$ cat src/camera_data_package_receiver_defines.svh
// assertion macros used by the receiver back end
`ifndef CAMERA_DATA_PACKAGE_RECEIVER_DEFINES_SVH
`define CAMERA_DATA_PACKAGE_RECEIVER_DEFINES_SVH

// condition must hold in the same cycle as the trigger
`define CDPR_ASSERT_NOW(label, clk, rst, ante, cons) \
   label: assert property (@(posedge clk) disable iff (rst) (ante) |-> (cons)) \
      else $error("cdpr check failed in the same cycle");

// condition must hold in the cycle after the trigger
`define CDPR_ASSERT_NEXT(label, clk, rst, ante, cons) \
   label: assert property (@(posedge clk) disable iff (rst) (ante) |=> (cons)) \
      else $error("cdpr check failed one cycle later");

`endif

$ cat src/cdpr_pkg.sv
package cdpr_pkg;

   // field widths of the channels
   localparam int OPCODE_W = 1;
   localparam int TOTAL_W  = 24;
   localparam int BYTE_W   = 8;
   localparam int KIND_W   = 2;
   localparam int ACK_W    = 16;
   localparam int ADDR_W   = 24;
   localparam int PSIZE_W  = 16;

   // protocol constants
   localparam int              PKT_OVERHEAD = 6;
   localparam logic [ACK_W-1:0] FINAL_ACK   = 16'hF0F0;

   // decoupling queue depth
   localparam int QUEUE_DEPTH = 2;

   // opcodes of the request channel
   localparam logic [OPCODE_W-1:0] OP_START = 1'b0;
   localparam logic [OPCODE_W-1:0] OP_BYTE  = 1'b1;

   // result kinds
   typedef enum logic [KIND_W-1:0] {
      KIND_ACK            = 2'd0,
      KIND_WRITE          = 2'd1,
      KIND_CHECKSUM_ERROR = 2'd2,
      KIND_SIZE_ERROR     = 2'd3
   } kind_type;

   // classified command carried through the queue
   typedef struct packed {
      logic               is_start;
      logic [TOTAL_W-1:0] total_bytes;
      logic [BYTE_W-1:0]  rx_byte;
   } cmd_type;

   // head of the queue as seen by the back end
   typedef struct packed {
      logic    valid;
      cmd_type cmd;
   } queue_head_type;

   // one result transaction
   typedef struct packed {
      kind_type          kind;
      logic [ACK_W-1:0]  ack_id;
      logic [ADDR_W-1:0] write_address;
      logic [BYTE_W-1:0] write_data;
      logic              last;
   } rsp_type;

endpackage

$ cat src/cdpr_req_if.sv
interface cdpr_req_if;
   import cdpr_pkg::*;

   logic                valid;
   logic                ready;
   logic [OPCODE_W-1:0] opcode;
   logic [TOTAL_W-1:0]  total_bytes;
   logic [BYTE_W-1:0]   rx_byte;

   modport source (output valid, output opcode, output total_bytes, output rx_byte,
                   input ready);
   modport sink (input valid, input opcode, input total_bytes, input rx_byte,
                 output ready);
endinterface

$ cat src/cdpr_rsp_if.sv
interface cdpr_rsp_if;
   import cdpr_pkg::*;

   logic              valid;
   logic              ready;
   logic [KIND_W-1:0] kind;
   logic [ACK_W-1:0]  ack_id;
   logic [ADDR_W-1:0] write_address;
   logic [BYTE_W-1:0] write_data;
   logic              last;

   modport source (output valid, output kind, output ack_id, output write_address,
                   output write_data, output last, input ready);
   modport sink (input valid, input kind, input ack_id, input write_address,
                 input write_data, input last, output ready);
endinterface

$ cat src/cdpr_front.sv
module cdpr_front (
   cdpr_req_if.sink            req,
   input  logic                queue_ready,
   output logic                queue_push,
   output cdpr_pkg::cmd_type   queue_cmd
);
   import cdpr_pkg::*;

   // accept whenever the queue has room
   assign req.ready  = queue_ready;
   assign queue_push = req.valid && queue_ready;

   // classify the transaction into a command
   always_comb begin
      queue_cmd.is_start    = (req.opcode == OP_START);
      queue_cmd.total_bytes = req.total_bytes;
      queue_cmd.rx_byte     = req.rx_byte;
   end
endmodule

$ cat src/cdpr_queue.sv
module cdpr_queue (
   input  logic                     clock,
   input  logic                     reset,
   input  logic                     push,
   input  cdpr_pkg::cmd_type        push_cmd,
   output logic                     push_ready,
   input  logic                     pop,
   output cdpr_pkg::queue_head_type head
);
   import cdpr_pkg::*;

   localparam int PTR_W = (QUEUE_DEPTH > 1) ? $clog2(QUEUE_DEPTH) : 1;
   localparam int CNT_W = $clog2(QUEUE_DEPTH + 1);
   localparam logic [PTR_W-1:0] LAST_PTR = PTR_W'(QUEUE_DEPTH - 1);
   localparam logic [CNT_W-1:0] FULL_CNT = CNT_W'(QUEUE_DEPTH);

   cmd_type           entry_ff [QUEUE_DEPTH];
   logic [PTR_W-1:0]  wr_ptr_ff, wr_ptr_in;
   logic [PTR_W-1:0]  rd_ptr_ff, rd_ptr_in;
   logic [CNT_W-1:0]  count_ff, count_in;
   logic              do_push;
   logic              do_pop;

   assign push_ready = (count_ff != FULL_CNT);
   assign do_push    = push && push_ready;
   assign do_pop     = pop && (count_ff != '0);

   assign head.valid = (count_ff != '0);
   assign head.cmd   = entry_ff[rd_ptr_ff];

   // pointer and fill count update
   always_comb begin
      wr_ptr_in = wr_ptr_ff;
      rd_ptr_in = rd_ptr_ff;
      count_in  = count_ff;
      if (do_push) begin
         wr_ptr_in = (wr_ptr_ff == LAST_PTR) ? '0 : wr_ptr_ff + 1'b1;
      end
      if (do_pop) begin
         rd_ptr_in = (rd_ptr_ff == LAST_PTR) ? '0 : rd_ptr_ff + 1'b1;
      end
      if (do_push && !do_pop) begin
         count_in = count_ff + 1'b1;
      end else if (do_pop && !do_push) begin
         count_in = count_ff - 1'b1;
      end
   end

   always_ff @(posedge clock) begin
      if (reset) begin
         wr_ptr_ff <= '0;
         rd_ptr_ff <= '0;
         count_ff  <= '0;
      end else begin
         wr_ptr_ff <= wr_ptr_in;
         rd_ptr_ff <= rd_ptr_in;
         count_ff  <= count_in;
      end
   end

   // entry storage
   always_ff @(posedge clock) begin
      if (do_push) begin
         entry_ff[wr_ptr_ff] <= push_cmd;
      end
   end
endmodule

$ cat src/cdpr_back.sv
`include "camera_data_package_receiver_defines.svh"

module cdpr_back #(
   parameter int PACKAGE_BUFFER = 512,
   parameter int SIZE_BITS      = 24
) (
   input  logic                     clock,
   input  logic                     reset,
   input  cdpr_pkg::queue_head_type head,
   output logic                     pop,
   output logic                     rsp_valid,
   input  logic                     rsp_ready,
   output cdpr_pkg::rsp_type        rsp_data
);
   import cdpr_pkg::*;

   localparam int IDX_W = $clog2(PACKAGE_BUFFER);
   localparam int CNT_W = SIZE_BITS + 1;
   localparam logic [PSIZE_W-1:0] MAX_PAYLOAD = PSIZE_W'(PACKAGE_BUFFER - PKT_OVERHEAD);

   typedef enum logic [2:0] {
      PH_IDLE,
      PH_HDR0,
      PH_HDR1,
      PH_HDR2,
      PH_HDR3,
      PH_PAYLOAD,
      PH_CHK_LO,
      PH_CHK_HI
   } phase_type;

   phase_type              phase_ff, phase_in;
   logic [PSIZE_W-1:0]     size_ff, size_in;
   logic [IDX_W-1:0]       index_ff, index_in;
   logic [BYTE_W-1:0]      sum_ff, sum_in;
   logic [BYTE_W-1:0]      chk_low_ff, chk_low_in;
   logic [CNT_W-1:0]       received_ff, received_in;
   logic [ACK_W-1:0]       count_ff, count_in;
   logic [SIZE_BITS-1:0]   expected_ff, expected_in;
   logic                   out_valid_ff, out_valid_in;
   rsp_type                out_ff, out_in;

   logic                   step;
   logic                   res_valid;
   rsp_type                res;
   logic [BYTE_W-1:0]      b;
   logic [CNT_W-1:0]       addr;
   logic [CNT_W-1:0]       received_sum;
   logic [IDX_W-1:0]       index_next;
   logic [PSIZE_W-1:0]     size_full;
   logic [ACK_W-1:0]       count_next;

   // take the queue head when the output slot is free or draining
   assign step = head.valid && (!out_valid_ff || rsp_ready);
   assign pop  = step;
   assign b    = head.cmd.rx_byte;

   assign addr         = received_ff + CNT_W'(index_ff);
   assign received_sum = received_ff + CNT_W'(size_ff);
   assign index_next   = index_ff + 1'b1;
   assign size_full    = size_ff | {b, 8'h00};
   assign count_next   = count_ff + 1'b1;

   // package parser
   always_comb begin
      phase_in    = phase_ff;
      size_in     = size_ff;
      index_in    = index_ff;
      sum_in      = sum_ff;
      chk_low_in  = chk_low_ff;
      received_in = received_ff;
      count_in    = count_ff;
      expected_in = expected_ff;
      res_valid   = 1'b0;
      res         = '0;
      if (step) begin
         if (head.cmd.is_start) begin
            expected_in = SIZE_BITS'(head.cmd.total_bytes);
            received_in = '0;
            count_in    = '0;
            size_in     = '0;
            index_in    = '0;
            sum_in      = '0;
            chk_low_in  = '0;
            phase_in    = PH_HDR0;
            res_valid   = 1'b1;
            res.kind    = KIND_ACK;
         end else begin
            case (phase_ff)
               PH_IDLE: begin
               end
               PH_HDR0, PH_HDR1: begin
                  sum_in   = sum_ff + b;
                  phase_in = (phase_ff == PH_HDR0) ? PH_HDR1 : PH_HDR2;
               end
               PH_HDR2: begin
                  sum_in   = sum_ff + b;
                  size_in  = PSIZE_W'(b);
                  phase_in = PH_HDR3;
               end
               PH_HDR3: begin
                  sum_in   = sum_ff + b;
                  size_in  = size_full;
                  index_in = '0;
                  if (size_full > MAX_PAYLOAD) begin
                     phase_in  = PH_IDLE;
                     res_valid = 1'b1;
                     res.kind  = KIND_SIZE_ERROR;
                     res.last  = 1'b1;
                  end else begin
                     phase_in = (size_full == '0) ? PH_CHK_LO : PH_PAYLOAD;
                  end
               end
               PH_PAYLOAD: begin
                  sum_in   = sum_ff + b;
                  index_in = index_next;
                  if (PSIZE_W'(index_next) >= size_ff) begin
                     phase_in = PH_CHK_LO;
                  end
                  // writes past the image are dropped
                  if (addr < CNT_W'(expected_ff)) begin
                     res_valid         = 1'b1;
                     res.kind          = KIND_WRITE;
                     res.write_address = ADDR_W'(addr);
                     res.write_data    = b;
                  end
               end
               PH_CHK_LO: begin
                  chk_low_in = b;
                  phase_in   = PH_CHK_HI;
               end
               PH_CHK_HI: begin
                  res_valid = 1'b1;
                  if ((b != '0) || (chk_low_ff != sum_ff)) begin
                     phase_in = PH_IDLE;
                     res.kind = KIND_CHECKSUM_ERROR;
                     res.last = 1'b1;
                  end else begin
                     received_in = received_sum;
                     if (received_sum >= CNT_W'(expected_ff)) begin
                        phase_in   = PH_IDLE;
                        res.kind   = KIND_ACK;
                        res.ack_id = FINAL_ACK;
                        res.last   = 1'b1;
                     end else begin
                        count_in   = count_next;
                        phase_in   = PH_HDR0;
                        sum_in     = '0;
                        index_in   = '0;
                        res.kind   = KIND_ACK;
                        res.ack_id = count_next;
                     end
                  end
               end
               default: begin
                  phase_in = PH_IDLE;
               end
            endcase
         end
      end
   end

   // output register
   always_comb begin
      out_valid_in = out_valid_ff;
      out_in       = out_ff;
      if (step && res_valid) begin
         out_valid_in = 1'b1;
         out_in       = res;
      end else if (rsp_ready) begin
         out_valid_in = 1'b0;
      end
   end

   always_ff @(posedge clock) begin
      if (reset) begin
         phase_ff     <= PH_IDLE;
         size_ff      <= '0;
         index_ff     <= '0;
         sum_ff       <= '0;
         chk_low_ff   <= '0;
         received_ff  <= '0;
         count_ff     <= '0;
         expected_ff  <= '0;
         out_valid_ff <= 1'b0;
      end else begin
         phase_ff     <= phase_in;
         size_ff      <= size_in;
         index_ff     <= index_in;
         sum_ff       <= sum_in;
         chk_low_ff   <= chk_low_in;
         received_ff  <= received_in;
         count_ff     <= count_in;
         expected_ff  <= expected_in;
         out_valid_ff <= out_valid_in;
      end
      out_ff <= out_in;
   end

   assign rsp_valid = out_valid_ff;
   assign rsp_data  = out_ff;

   // checks
   `CDPR_ASSERT_NEXT(a_start_to_header, clock, reset, step && head.cmd.is_start, phase_ff == PH_HDR0)
   `CDPR_ASSERT_NOW(a_index_in_range, clock, reset, phase_ff == PH_PAYLOAD, PSIZE_W'(index_ff) < size_ff)
   `CDPR_ASSERT_NOW(a_write_not_last, clock, reset, out_valid_ff && out_ff.kind == KIND_WRITE, !out_ff.last)
   `CDPR_ASSERT_NOW(a_error_ends_idle, clock, reset, step && res_valid && res.last, phase_in == PH_IDLE)
endmodule

$ cat src/camera_data_package_receiver.sv
// Camera data package receiver. A start transaction latches the expected image size and
// answers with a request for package 0; byte transactions then walk each package through a
// 4-byte header, the payload and a 2-byte checksum. Payload bytes come out at once as writes
// at the image offset, so the writes of a package that ends in a checksum or size error must
// be treated as invalid by the consumer. Every transaction yields zero or one result. The
// block accepts one transaction per clock cycle sustained while results are taken: a
// two-entry queue sits between the decoding front end and the parser, and the parser updates
// its state as each byte is popped. An accepted transaction is registered in a queue entry,
// and its result in the output register, where it is held; while it waits to be taken the
// parser holds, and the queue takes at most two more transactions before the input stalls.
module camera_data_package_receiver #(
   parameter int PACKAGE_BUFFER = 512,
   parameter int SIZE_BITS      = 24
) (
   input logic        clock,
   input logic        reset,
   cdpr_req_if.sink   req,
   cdpr_rsp_if.source rsp
);
   import cdpr_pkg::*;

   logic           queue_ready;
   logic           queue_push;
   cmd_type        queue_cmd;
   logic           queue_pop;
   queue_head_type queue_head;
   logic           back_valid;
   rsp_type        back_data;

   // decode and accept
   cdpr_front u_front (
      .req         (req),
      .queue_ready (queue_ready),
      .queue_push  (queue_push),
      .queue_cmd   (queue_cmd)
   );

   // decoupling queue
   cdpr_queue u_queue (
      .clock      (clock),
      .reset      (reset),
      .push       (queue_push),
      .push_cmd   (queue_cmd),
      .push_ready (queue_ready),
      .pop        (queue_pop),
      .head       (queue_head)
   );

   // package parser and result register
   cdpr_back #(
      .PACKAGE_BUFFER (PACKAGE_BUFFER),
      .SIZE_BITS      (SIZE_BITS)
   ) u_back (
      .clock     (clock),
      .reset     (reset),
      .head      (queue_head),
      .pop       (queue_pop),
      .rsp_valid (back_valid),
      .rsp_ready (rsp.ready),
      .rsp_data  (back_data)
   );

   // result channel
   assign rsp.valid         = back_valid;
   assign rsp.kind          = back_data.kind;
   assign rsp.ack_id        = back_data.ack_id;
   assign rsp.write_address = back_data.write_address;
   assign rsp.write_data    = back_data.write_data;
   assign rsp.last          = back_data.last;
endmodule
$ cat src/flat_wrapper.sv
// flat-port wrapper written by rule: the top's interface ports become plain ports
module camera_data_package_receiver_flat import cdpr_pkg::*;
#(
   parameter int PACKAGE_BUFFER = 512,
   parameter int SIZE_BITS      = 24
)
  (clock, reset, req_valid, req_opcode, req_total_bytes, req_rx_byte, req_ready, rsp_valid, rsp_kind, rsp_ack_id, rsp_write_address, rsp_write_data, rsp_last, rsp_ready);
  cdpr_req_if req_i ();
  cdpr_rsp_if rsp_i ();
  input logic clock;
  input logic reset;
  input wire logic [$bits(req_i.valid)-1:0] req_valid;
  input wire logic [$bits(req_i.opcode)-1:0] req_opcode;
  input wire logic [$bits(req_i.total_bytes)-1:0] req_total_bytes;
  input wire logic [$bits(req_i.rx_byte)-1:0] req_rx_byte;
  output wire logic [$bits(req_i.ready)-1:0] req_ready;
  output wire logic [$bits(rsp_i.valid)-1:0] rsp_valid;
  output wire logic [$bits(rsp_i.kind)-1:0] rsp_kind;
  output wire logic [$bits(rsp_i.ack_id)-1:0] rsp_ack_id;
  output wire logic [$bits(rsp_i.write_address)-1:0] rsp_write_address;
  output wire logic [$bits(rsp_i.write_data)-1:0] rsp_write_data;
  output wire logic [$bits(rsp_i.last)-1:0] rsp_last;
  input wire logic [$bits(rsp_i.ready)-1:0] rsp_ready;
  assign req_i.valid = req_valid;
  assign req_i.opcode = req_opcode;
  assign req_i.total_bytes = req_total_bytes;
  assign req_i.rx_byte = req_rx_byte;
  assign req_ready = req_i.ready;
  assign rsp_valid = rsp_i.valid;
  assign rsp_kind = rsp_i.kind;
  assign rsp_ack_id = rsp_i.ack_id;
  assign rsp_write_address = rsp_i.write_address;
  assign rsp_write_data = rsp_i.write_data;
  assign rsp_last = rsp_i.last;
  assign rsp_i.ready = rsp_ready;
  camera_data_package_receiver #(.PACKAGE_BUFFER(PACKAGE_BUFFER), .SIZE_BITS(SIZE_BITS)) u_core (.clock(clock), .reset(reset), .req(req_i), .rsp(rsp_i));
endmodule
$ cat config.mk
export PLATFORM = sky130hd
export DESIGN_NAME = camera_data_package_receiver_flat
export DESIGN_NICKNAME = d
export VERILOG_FILES = /design/src/cdpr_pkg.sv /design/src/cdpr_req_if.sv /design/src/cdpr_rsp_if.sv /design/src/cdpr_front.sv /design/src/cdpr_queue.sv /design/src/cdpr_back.sv /design/src/camera_data_package_receiver.sv /design/src/flat_wrapper.sv
export VERILOG_INCLUDE_DIRS = /design/src /design/src/src
export SDC_FILE = /design/constraint.sdc
export NUM_CORES = 1
export LEC_CHECK = 0
export BUFFER_PORTS_ARGS = -buffer_cell sky130_fd_sc_hd__buf_2
export CAP_MARGIN = 15
export CORE_MARGIN = 1
export CORE_UTILIZATION = 35
export DETAILED_ROUTE_END_ITERATION = 6
export HOLD_SLACK_MARGIN = 0.06
export SYNTH_ARGS = -nofsm -noshare
export SYNTH_HDL_FRONTEND = slang
export SYNTH_SLANG_ARGS = --single-unit
$ cat constraint.sdc
create_clock -name clock -period 10.35 [get_ports clock]
set_input_delay 0 -clock clock [delete_from_list [all_inputs] [get_ports clock]]
set_output_delay 0 -clock clock [all_outputs]
set_load 0.005 [all_outputs]
==> results.sh <==
export IMPL_cts_tree="done"
export IMPL_synthesis_area_um2=12400
export IMPL_rsz0062_at_grt="false"
export IMPL_ios=90
export IMPL_die_h_um=190
export IMPL_cts_buffer_depth=3
export IMPL_clkTransAtPathRegs_ns=0.06
export IMPL_fin_ws_ns=4.13
export IMPL_worst_path_max_fanout=18
export IMPL_slowest_delay_ns=0.76
export IMPL_cts_resized=0
export IMPL_status="complete, no violations"
export IMPL_crit_type="flop to flop"
export IMPL_syn_num_nets=1362
export IMPL_clkLatencyLatePin_ns=0.54
export IMPL_vias_per_cell=5.30
export IMPL_antenna_found_initial=0
export IMPL_grt_start_max_net_pins=70
export IMPL_core_area_um2=34600
export IMPL_worst_ir_drop_vdd_uv=130
export IMPL_synth_seq_area_share=0.470
export IMPL_htree_levels=1
export IMPL_maxSlewViolCount=0
export IMPL_critPathRequiredTime_ns=10.64
export IMPL_preCtsSetupSlack_ns=4.18
export IMPL_die_area_um2=36100
export IMPL_clock_skew_ns=0.0110
export IMPL_final_net_count=1475
export IMPL_placed_cell_area_um2=13300
export IMPL_portBuffers=89
export IMPL_synthCells=1231
export IMPL_start_kind="flop"
export IMPL_gr_usage_all_layers=0.178
export IMPL_start_util=0.357
export IMPL_setup_tns_ns=0
export IMPL_grt_pass1_vias=9112
export IMPL_diodes=0
export IMPL_synth_enable_flop_cells=117
export IMPL_ys_warn_count=0
export IMPL_fmax_mhz=161
export IMPL_end_kind="flop"
export IMPL_setup_violations=0
export IMPL_rows=68
export IMPL_drtIter0Drc=670
export IMPL_layout_drive_gt1_share=0.119
export IMPL_gp_congestion=0.914
export IMPL_cts_sinks=232
export IMPL_syn_avg_cell_area_um2=10.0
export IMPL_drv_cap=0
export IMPL_cp_startpoint="u_core.u_back.index_ff[1]"
export IMPL_fin_area_um2=14500
export IMPL_grt_pass1_wl_um=50600
export IMPL_drt_total_wl_um=31900
export IMPL_num_vias=9641
export IMPL_hp_start="req_rx_byte[4]"
export IMPL_area_delta_synth_final_pct=17.6
export IMPL_synth_seq_cells=232
export IMPL_hold_viol=0
export IMPL_antenna_left=0
export IMPL_synth_cell_types=62
export IMPL_p_per_area_nw_per_um2=214
export IMPL_min_period_ns=6.22
export IMPL_cts_buffers=26
export IMPL_hold_worst_slack_ns=0.173
export IMPL_die_x_um=190
export IMPL_maxSlewHeadroom=0.211
export IMPL_grt_overflow=0
export IMPL_drc=0
export IMPL_critical_path_slowest_cell="a2111oi_0"
export IMPL_path_cells="ha_1 > a21o_1 > a21oi_1 > o21bai_1 > a2111oi_0 > o21bai_1 > nand3_1 > xnor2_1 > ha_1 > a2111oi_0 > nand4_1 > a2111oi_0 > o31a_1 > o211ai_1 > nand2b_1 > nor3_1"
export IMPL_drt_pass1_iter_count=6
export IMPL_worstMarginPinSlew_ns=1.17
export IMPL_reg2reg_from="u_core.u_back.index_ff[1]"
export IMPL_hold_class="primary input to flop"
export IMPL_leakage_nw=5.51
export IMPL_root_buffer="clkbuf_16"
export IMPL_finalCritPeriodShare=0.601
export IMPL_cpMostUsedCell="a2111oi_0"
export IMPL_ys_flop_type="edfxtp_1"
export IMPL_async_flop_share=0
export IMPL_crit_arrival_ns=6.51
export IMPL_wire_per_inst_um=17.5
export IMPL_dp_final_hpwl_um=23000
## layout by cell type (no fill, tap or decap), types with 17 or more instances in the layout
cell type | synthesis | layout
nor2_1 | 134 | 132
edfxtp_1 | 117 | 117
dfxtp_1 | 115 | 114
ha_1 | 91 | 91
a21oi_1 | 89 | 89
buf_2 | 4 | 89
nand2_1 | 68 | 68
inv_1 | 58 | 58
xnor2_1 | 55 | 55
mux2i_1 | 41 | 41
dlygate4sd3_1 | 0 | 37
nand3_1 | 34 | 34
a211oi_1 | 34 | 34
o21ai_0 | 32 | 32
a22oi_1 | 27 | 27
clkbuf_16 | 0 | 26
nor2b_1 | 25 | 25
nor3_1 | 25 | 25
xor2_1 | 24 | 24
nand2b_1 | 20 | 20
a31oi_1 | 20 | 20
a21o_1 | 17 | 17
## critical path, delay by kind of cell, from the launching register on
kind / cells / cell delay [ns]
adder cells (fa/ha/maj): 2 / 0.55
AND/OR/NAND/NOR: 4 / 1.69
XOR/XNOR: 1 / 0.18
AO/OA/AOI/OAI: 9 / 3.14
flip-flops: 1 / 0.40
## through the flow
step / utilization / power, mW / cells
final: 0.420 / 3.12 / 1819
after global routing: 0.420 / 3.30 / 1819
after CTS: 0.420 / 3.14 / 1819
after detailed placement: 0.383 / 2.15 / 1734
after global placement: 0.383 / 2.14 / 1734
after floorplan: - / 1.85 / 1231
## layout make-up
class	instances	area (µm²)
clock buffer	35	694
multi-input combinational	886	6130
clock inverter	13	205
timing repair buffer	138	906
inverter	60	225
fill	3368	20100
sequential	232	5820
tap	455	569
## cells in the mapped netlist (8+ instances only)
master      n  area [µm²]
a211oi_1   34         255
a21o_1     17         128
a21oi_1    89         445
a22o_1     10        87.6
a22oi_1    27         203
a31oi_1    20         125
and3_1     15        93.8
clkbuf_1   41         154
dfxtp_1   115        2300
edfxtp_1  117        3510
ha_1       91        1140
inv_1      58         218
mux2i_1    41         410
nand2_1    68         255
nand2b_1   20         125
nand3_1    34         170
nand4_1    13        81.3
nand4b_1    8        70.1
nor2_1    134         503
nor2b_1    25         156
nor3_1     25         125
o21ai_0    32         160
or3_1       8        50.1
or4_1       8        60.1
xnor2_1    55         482
xor2_1     24         210
## layer usage
metal	global-route usage	part of all wire	vias to the layer above
met3	0.0225	0.054	37
met5	0	0	-
met1	0.261	0.49	4576
met4	0.0400	0.020	0
met2	0.276	0.43	289
li1	-	-	4739
## repair_timing
action,CTS,global route
hold buffers,37,0
buffers inserted,0,0
endpoints found under the hold margin,90,0
endpoints found under the setup margin,0,0
## registers in the layout (all words and copies together), names as in the netlist, 2 cells and up, named ones only
name and cells:
u_core.u_queue.entry_ff 66, u_core.u_back.rsp_data 51, u_core.u_back.received_ff 25, u_core.u_back.expected_ff 24, u_core.u_back.count_ff 16, u_core.u_back.size_ff 16
u_core.u_back.index_ff 9, u_core.u_back.chk_low_ff 8, u_core.u_back.sum_ff 8, u_core.u_back.phase_ff 3, u_core.u_queue.count_ff 2
## cells by family (layout without fill, tap and decap cells)
kind of cell	after synthesis	count (layout)	synth area share
XOR/XNOR	79	79	0.0560
AO/OA/AOI/OAI	285	285	0.150
flip-flops	232	232	0.470
AND/OR/NAND/NOR	383	383	0.154
buffers and inverters	113	246	0.0359
multiplexers	45	45	0.0372
adder cells (fa/ha/maj)	94	94	0.0970
## power breakdown
| group | switching [mW] | internal [mW] | leakage [nW] |
|---|---|---|---|
| logic | 0.609 | 0.340 | 3.05 |
| registers | 0.0837 | 1.11 | 2.02 |
| clock network | 0.375 | 0.596 | 0.434 |
| total | 1.07 | 2.05 | 5.51 |
## worst paths after layout
| kind | slack [ns] | to | depth (start not counted) |
|---|---|---|---|
| setup / recovery | 4.13 | u_core.u_back.rsp_data[18] | 16 |
| hold / removal | 0.17 | u_core.u_queue.entry_ff[0][4] | 2 |
| setup reg to reg | 4.13 | u_core.u_back.rsp_data[18] | 16 |
| hold reg to reg | 0.50 | u_core.u_back.expected_ff[3] | 2 |
Note: power is estimated with default switching activity, not from simulation.
